### config.mk
export PLATFORM = sky130hd
export DESIGN_NAME = dwbw_queue
export DESIGN_NICKNAME = d
export VERILOG_FILES = /design/src/dwbw_pkg.sv /design/src/dwbw_queue.sv
export SDC_FILE = /design/constraint.sdc
export NUM_CORES = 1
export LEC_CHECK = 0
export ABC_CLOCK_PERIOD_IN_PS = 2500
export BUFFER_PORTS_ARGS = -buffer_cell sky130_fd_sc_hd__buf_2
export CAP_MARGIN = 10
export CORE_AREA = 4 4 147 149
export DETAILED_ROUTE_END_ITERATION = 7
export DIE_AREA = 0 0 151 153
export PLACE_DENSITY = 0.63
export SLEW_MARGIN = 40
export SYNTH_ARGS = -nofsm -noshare
export SYNTH_HDL_FRONTEND = slang
export SYNTH_SLANG_ARGS = --single-unit
### constraint.sdc
create_clock -name clk -period 2.5 [get_ports clk]
set_clock_uncertainty 0.1 [all_clocks]
set_input_delay 0.25 -clock clk [delete_from_list [all_inputs] [get_ports clk]]
set_output_delay 0.25 -clock clk [all_outputs]
set_load 0.05 [all_outputs]
### src/dwbw_pkg.sv
// ----------------------------------------------------------------------------
// dwbw_pkg
// Shared types and constants of the display window byte writer: channel
// items, the command word passed from front to back, and the queue size.
// ----------------------------------------------------------------------------
`default_nettype none

package dwbw_pkg;

  // Widest column and page indexes any configuration can use
  localparam int unsigned MAX_COL_W  = 8;
  localparam int unsigned MAX_PAGE_W = 4;

  // Command queue between front and back
  localparam int unsigned QDEPTH = 4;
  localparam int unsigned QPTR_W = $clog2(QDEPTH);

  typedef enum logic [1:0] {
    OP_WRITE  = 2'd0,
    OP_WINDOW = 2'd1,
    OP_CLEAR  = 2'd2,
    OP_READ   = 2'd3
  } op_t;

  typedef struct packed {
    logic [1:0] func;
    logic [7:0] data_byte;
    logic       last_in_packet;
    logic [7:0] col_from;
    logic [7:0] col_to;
    logic [7:0] page_from;
    logic [7:0] page_to;
    logic [6:0] read_col;
    logic [2:0] read_page;
  } in_item_t;

  typedef struct packed {
    logic [7:0] read_data;
    logic       window_done;
    logic [6:0] cursor_col;
    logic [2:0] cursor_page;
  } out_item_t;

  // Classified command: bounds carry their own in-range flags
  typedef struct packed {
    op_t                   op;
    logic [7:0]            data;
    logic                  last;
    logic [MAX_COL_W-1:0]  col_from;
    logic                  col_from_ok;
    logic [MAX_COL_W-1:0]  col_to;
    logic                  col_to_ok;
    logic [MAX_PAGE_W-1:0] page_from;
    logic                  page_from_ok;
    logic [MAX_PAGE_W-1:0] page_to;
    logic                  page_to_ok;
    logic [MAX_COL_W-1:0]  rd_col;
    logic [MAX_PAGE_W-1:0] rd_page;
    logic                  rd_ok;
  } cmd_t;

endpackage

`default_nettype wire

### src/dwbw_queue.sv
// ----------------------------------------------------------------------------
// dwbw_queue
// Short command FIFO that decouples the front from the back.
// ----------------------------------------------------------------------------
`default_nettype none

module dwbw_queue (
  input  wire logic           clk,
  input  wire logic           rst_n,
  input  wire logic           push,
  input  wire dwbw_pkg::cmd_t push_cmd,
  output logic                full,
  input  wire logic           pop,
  output logic                head_valid,
  output dwbw_pkg::cmd_t      head_cmd
);

  import dwbw_pkg::*;

  cmd_t              slot_r [QDEPTH];
  logic [QPTR_W-1:0] wr_ptr_r, wr_ptr_nxt;
  logic [QPTR_W-1:0] rd_ptr_r, rd_ptr_nxt;
  logic [QPTR_W:0]   count_r, count_nxt;

  assign full       = count_r == (QPTR_W+1)'(QDEPTH);
  assign head_valid = count_r != '0;
  assign head_cmd   = slot_r[rd_ptr_r];

  always_comb begin
    wr_ptr_nxt = push ? QPTR_W'(wr_ptr_r + 1'b1) : wr_ptr_r;
    rd_ptr_nxt = pop  ? QPTR_W'(rd_ptr_r + 1'b1) : rd_ptr_r;
    count_nxt  = count_r;
    if (push && !pop) begin
      count_nxt = count_r + 1'b1;
    end else if (pop && !push) begin
      count_nxt = count_r - 1'b1;
    end
  end

  always_ff @(posedge clk) begin
    if (!rst_n) begin
      wr_ptr_r <= '0;
      rd_ptr_r <= '0;
      count_r  <= '0;
    end else begin
      wr_ptr_r <= wr_ptr_nxt;
      rd_ptr_r <= rd_ptr_nxt;
      count_r  <= count_nxt;
    end
  end

  always_ff @(posedge clk) begin
    if (push) begin
      slot_r[wr_ptr_r] <= push_cmd;
    end
  end

endmodule

`default_nettype wire

==> impl_summary.log <==
[metrics] outcome: finished clean
[metrics] clock latency on the worst-skew pair: slightly below 0.5 ns
[metrics] critical path capture point: head_cmd[47]
[metrics] Placed Area: 8990 µm²
[metrics] final setup slack of the worst path: about 0.22 ns
[metrics] Least-Margin Pin Slew: 0.534 ns
[metrics] antenna violation net count after detailed routing: 0
[metrics] number of I/O pins: 110
[metrics] hold crit path type: input port to flop
[metrics] Post-Syn Instances: 315
[metrics] f_max: about 0.44 GHz
[metrics] area fraction of the dominant cell type after synthesis: 78.0%
[metrics] crit-path max FO: 18
[metrics] global-route wire length before repair: 22.9 mm
[metrics] Clock Pin Slew Worst Setup and Hold Paths: 0.06 ns
[metrics] final hold violations: 0
[metrics] number of inserted diodes: 0
[metrics] level count of the clock H-tree: 1
[metrics] num rows: 52
[metrics] CTS tree: done
[metrics] CP Class: flop to output pin
[metrics] final critical-path share of the clock period: 91.2%
[metrics] startpoint of the worst-slack reg-to-reg timing path: wr_ptr_r[0]
[metrics] maximum number of pins on one net before global-route repair: 36
[metrics] Final setup viols: 0
[metrics] Power Density: 836 nW/µm²
[metrics] core footprint: 20,200 µm²
[metrics] number of buffers created by CTS: 23
[metrics] final wirelength: 14.6 mm
[metrics] proportion of synthesized chip area in sequential cells: 80.2%
[metrics] DR pass1 iterations: 4
[metrics] Final TNS setup: 0 ns
[metrics] Remaining DRCs: 0
[metrics] starting density of the core: a little under 40%
[metrics] fill count: 1,614
[metrics] Post-synth top cells: sky130_fd_sc_hd__edfxtp_1, sky130_fd_sc_hd__mux4_2, sky130_fd_sc_hd__and2_1, sky130_fd_sc_hd__dfxtp_1
[metrics] Worst Hold Launch: pop
[metrics] vias after detailed routing: 3,724
[metrics] fraction of registers with async set or reset after synthesis: 0%
[metrics] worst reg2reg path endpoint: slot_r[2][19]
[metrics] mean instance size in the synthesized netlist: roughly 25 µm²
[metrics] overall power consumption: 0.00853 W
[metrics] largest cells by area after synthesis: sky130_fd_sc_hd__edfxtp_1, sky130_fd_sc_hd__mux4_2, sky130_fd_sc_hd__dfxtp_1
[metrics] total area of multi-input combinational cells: 1440 µm²
[metrics] Worst Setup Start Kind: flop
[metrics] initial antenna violation count: 0
[metrics] initial drt markers: 138
[metrics] post-route design area: slightly above 10,000 µm²
[metrics] maximum root-to-sink buffer count: 3
[metrics] dominant cell by count in the synthesized netlist: sky130_fd_sc_hd__edfxtp_1
[metrics] Worst setup EP type: output pin
[metrics] Vias per Instance: 4.71
[metrics] Critical Path RT: 2.15 ns
[metrics] mean routed wirelength per cell: 18.5 µm
[metrics] total track usage: 12.9%
[metrics] setup repair after global routing missed its margin: no
[metrics] depth of the worst register-to-register path: 4
[metrics] total of flip-flops plus latches after synthesis: approximately 220
[metrics] number of nets in the final layout: 568
[metrics] Synthesized Nets: 377
[metrics] cell taking the most area after synthesis: sky130_fd_sc_hd__edfxtp_1
[metrics] number of global-route vias before repair: 4,208
[metrics] clock period minus worst slack: approximately 2.3 ns
[metrics] sequential standard cell area: 6430 µm²
[metrics] total of max-cap violations: 0
[metrics] synthesized cell area: 8010 µm²
[metrics] predominant post-synthesis flop cell: sky130_fd_sc_hd__edfxtp_1
[metrics] layout cells sized above 1: 39.8%
[metrics] die boundary height: 153 µm
[metrics] endpoint arrival time on the critical path: 1.93 ns
[metrics] floorplan die area: about 23,000 µm²
[metrics] synthesis-to-finish area growth: 27.5%
[metrics] leak pwr: roughly 3.5 nW
[metrics] Reg2Reg Setup Slack: 0.79 ns
[metrics] IR Drop Worst-Case VDD: 0.514 mV
[metrics] worst relative slew slack: 64.4%
[metrics] number of sinks handled by clock tree synthesis: 217
[metrics] number of unique standard cell types used by synthesis: 21
[metrics] sum of overflow across all layers after global routing: 0
[metrics] die outline width: 151 µm
[metrics] count of flip-flops with a built-in enable after synthesis: 208
[metrics] Detail Placement HPWL: 9.00 mm
[metrics] cell at the root of the clock tree: sky130_fd_sc_hd__clkbuf_16
[metrics] number of pins with negative max-slew slack in the final report: 0
[metrics] Port Buffers: 109
[metrics] total of warnings raised by yosys: 0
[metrics] placer's final routability congestion estimate: 0.697
[metrics] worst setup slack after placement: about 0.48 ns
## what timing repair did
action                                  in CTS  in global routing
hold buffers                                54                  0
setup buffers                                2                  0
endpoints found under the setup margin      11                  0
resized for setup                            0                  0
endpoints found under the hold margin      217                  0
## worst min path at each step
stage / endpoint / slack, ns / cells after the start
detailed placement: slot_r[0][35] / 0.36 / 1
finish: rd_ptr_r[0] / 0.03 / 3
global placement: slot_r[0][14] / 0.36 / 1
floorplan: slot_r[0][0] / 0.25 / 0
global route: rd_ptr_r[0] / 0.03 / 3
CTS: rd_ptr_r[0] / 0.01 / 3
## flip-flops by register name, indices dropped and copies added (netlist names), named ones only
name / cells
wr_ptr_r: 2
slot_r: 208
rd_ptr_r: 2
count_r: 3
## logic make-up (layout without fill, tap and decap cells)
group / after synthesis / count (layout) / share of synthesized area [%]
adders and majority gates: 6 / 6 / 1.03
and+or+nand+nor: 15 / 15 / 1.16
muxes: 54 / 54 / 15.0
AOI/OAI and AO/OA: 2 / 2 / 0.156
DFF: 217 / 217 / 80.2
buffers and inverters: 16 / 221 / 1.94
xor gates and xnor gates: 5 / 5 / 0.547
## report_power, final
group          total, W  internal (W)  leakage [nW]  switching (W)
clock           0.00301       0.00177         0.323        0.00124
sequential      0.00423       0.00417          1.99      0.0000517
combinational   0.00129      0.000450          1.19       0.000844
## layout make-up
type | count | area share [%]
Inverter | 4 | 0.147
Timing Repair Buffer | 178 | 13.0
Clock buffer | 27 | 5.78
Tap cell | 270 | 3.31
Clock inverter | 12 | 0.760
Sequential cell | 217 | 63.0
Multi-Input combinational cell | 82 | 14.1
## critical path: stages, from the launching register on
cell,delay [ns]
sky130_fd_sc_hd__dfxtp_4,0.41
sky130_fd_sc_hd__buf_12,0.21
sky130_fd_sc_hd__mux4_1,0.58
sky130_fd_sc_hd__buf_2,0.23
## metal layers
metal | global-route usage, % | vias up | part of all wire [%]
met3 | 2.96 | 22 | 5.7
met5 | 0 | - | 0
met2 | 22.7 | 93 | 51
li1 | - | 1716 | -
met1 | 15.8 | 1893 | 41
met4 | 3.58 | 0 | 1.9
## per-stage QoR
stage	hold slack [ns]	util, %	std cells
detailed placement	0.365	44.6	695
finish	0.0344	50.6	790
global placement	0.359	44.6	695
floorplan	0.249	-	315
CTS	0.0139	50.6	790
global route	0.0328	50.6	790
## cells in the final DEF, fill, tap and decap left out
cell,instances
sky130_fd_sc_hd__ha_1,5
sky130_fd_sc_hd__clkbuf_1,4
sky130_fd_sc_hd__clkinv_2,2
sky130_fd_sc_hd__clkinvlp_4,1
sky130_fd_sc_hd__dfxtp_2,1
sky130_fd_sc_hd__edfxtp_1,208
sky130_fd_sc_hd__inv_1,4
sky130_fd_sc_hd__bufinv_16,1
sky130_fd_sc_hd__dfxtp_4,1
sky130_fd_sc_hd__xnor2_1,2
sky130_fd_sc_hd__nor3b_1,1
sky130_fd_sc_hd__mux4_2,50
sky130_fd_sc_hd__mux4_1,2
sky130_fd_sc_hd__nand2_1,1
sky130_fd_sc_hd__buf_4,5
sky130_fd_sc_hd__or3_1,2
sky130_fd_sc_hd__dfxtp_1,7
sky130_fd_sc_hd__and2_2,4
sky130_fd_sc_hd__clkinv_1,8
sky130_fd_sc_hd__clkbuf_16,23
sky130_fd_sc_hd__and2_1,5
sky130_fd_sc_hd__fa_1,1
sky130_fd_sc_hd__buf_12,10
sky130_fd_sc_hd__a21boi_0,1
sky130_fd_sc_hd__buf_2,109
sky130_fd_sc_hd__mux2i_1,2
sky130_fd_sc_hd__o21ai_0,1
sky130_fd_sc_hd__dlygate4sd3_1,54
sky130_fd_sc_hd__nor2b_1,2
sky130_fd_sc_hd__xor2_1,3
Note: power is estimated with default switching activity, not from simulation.
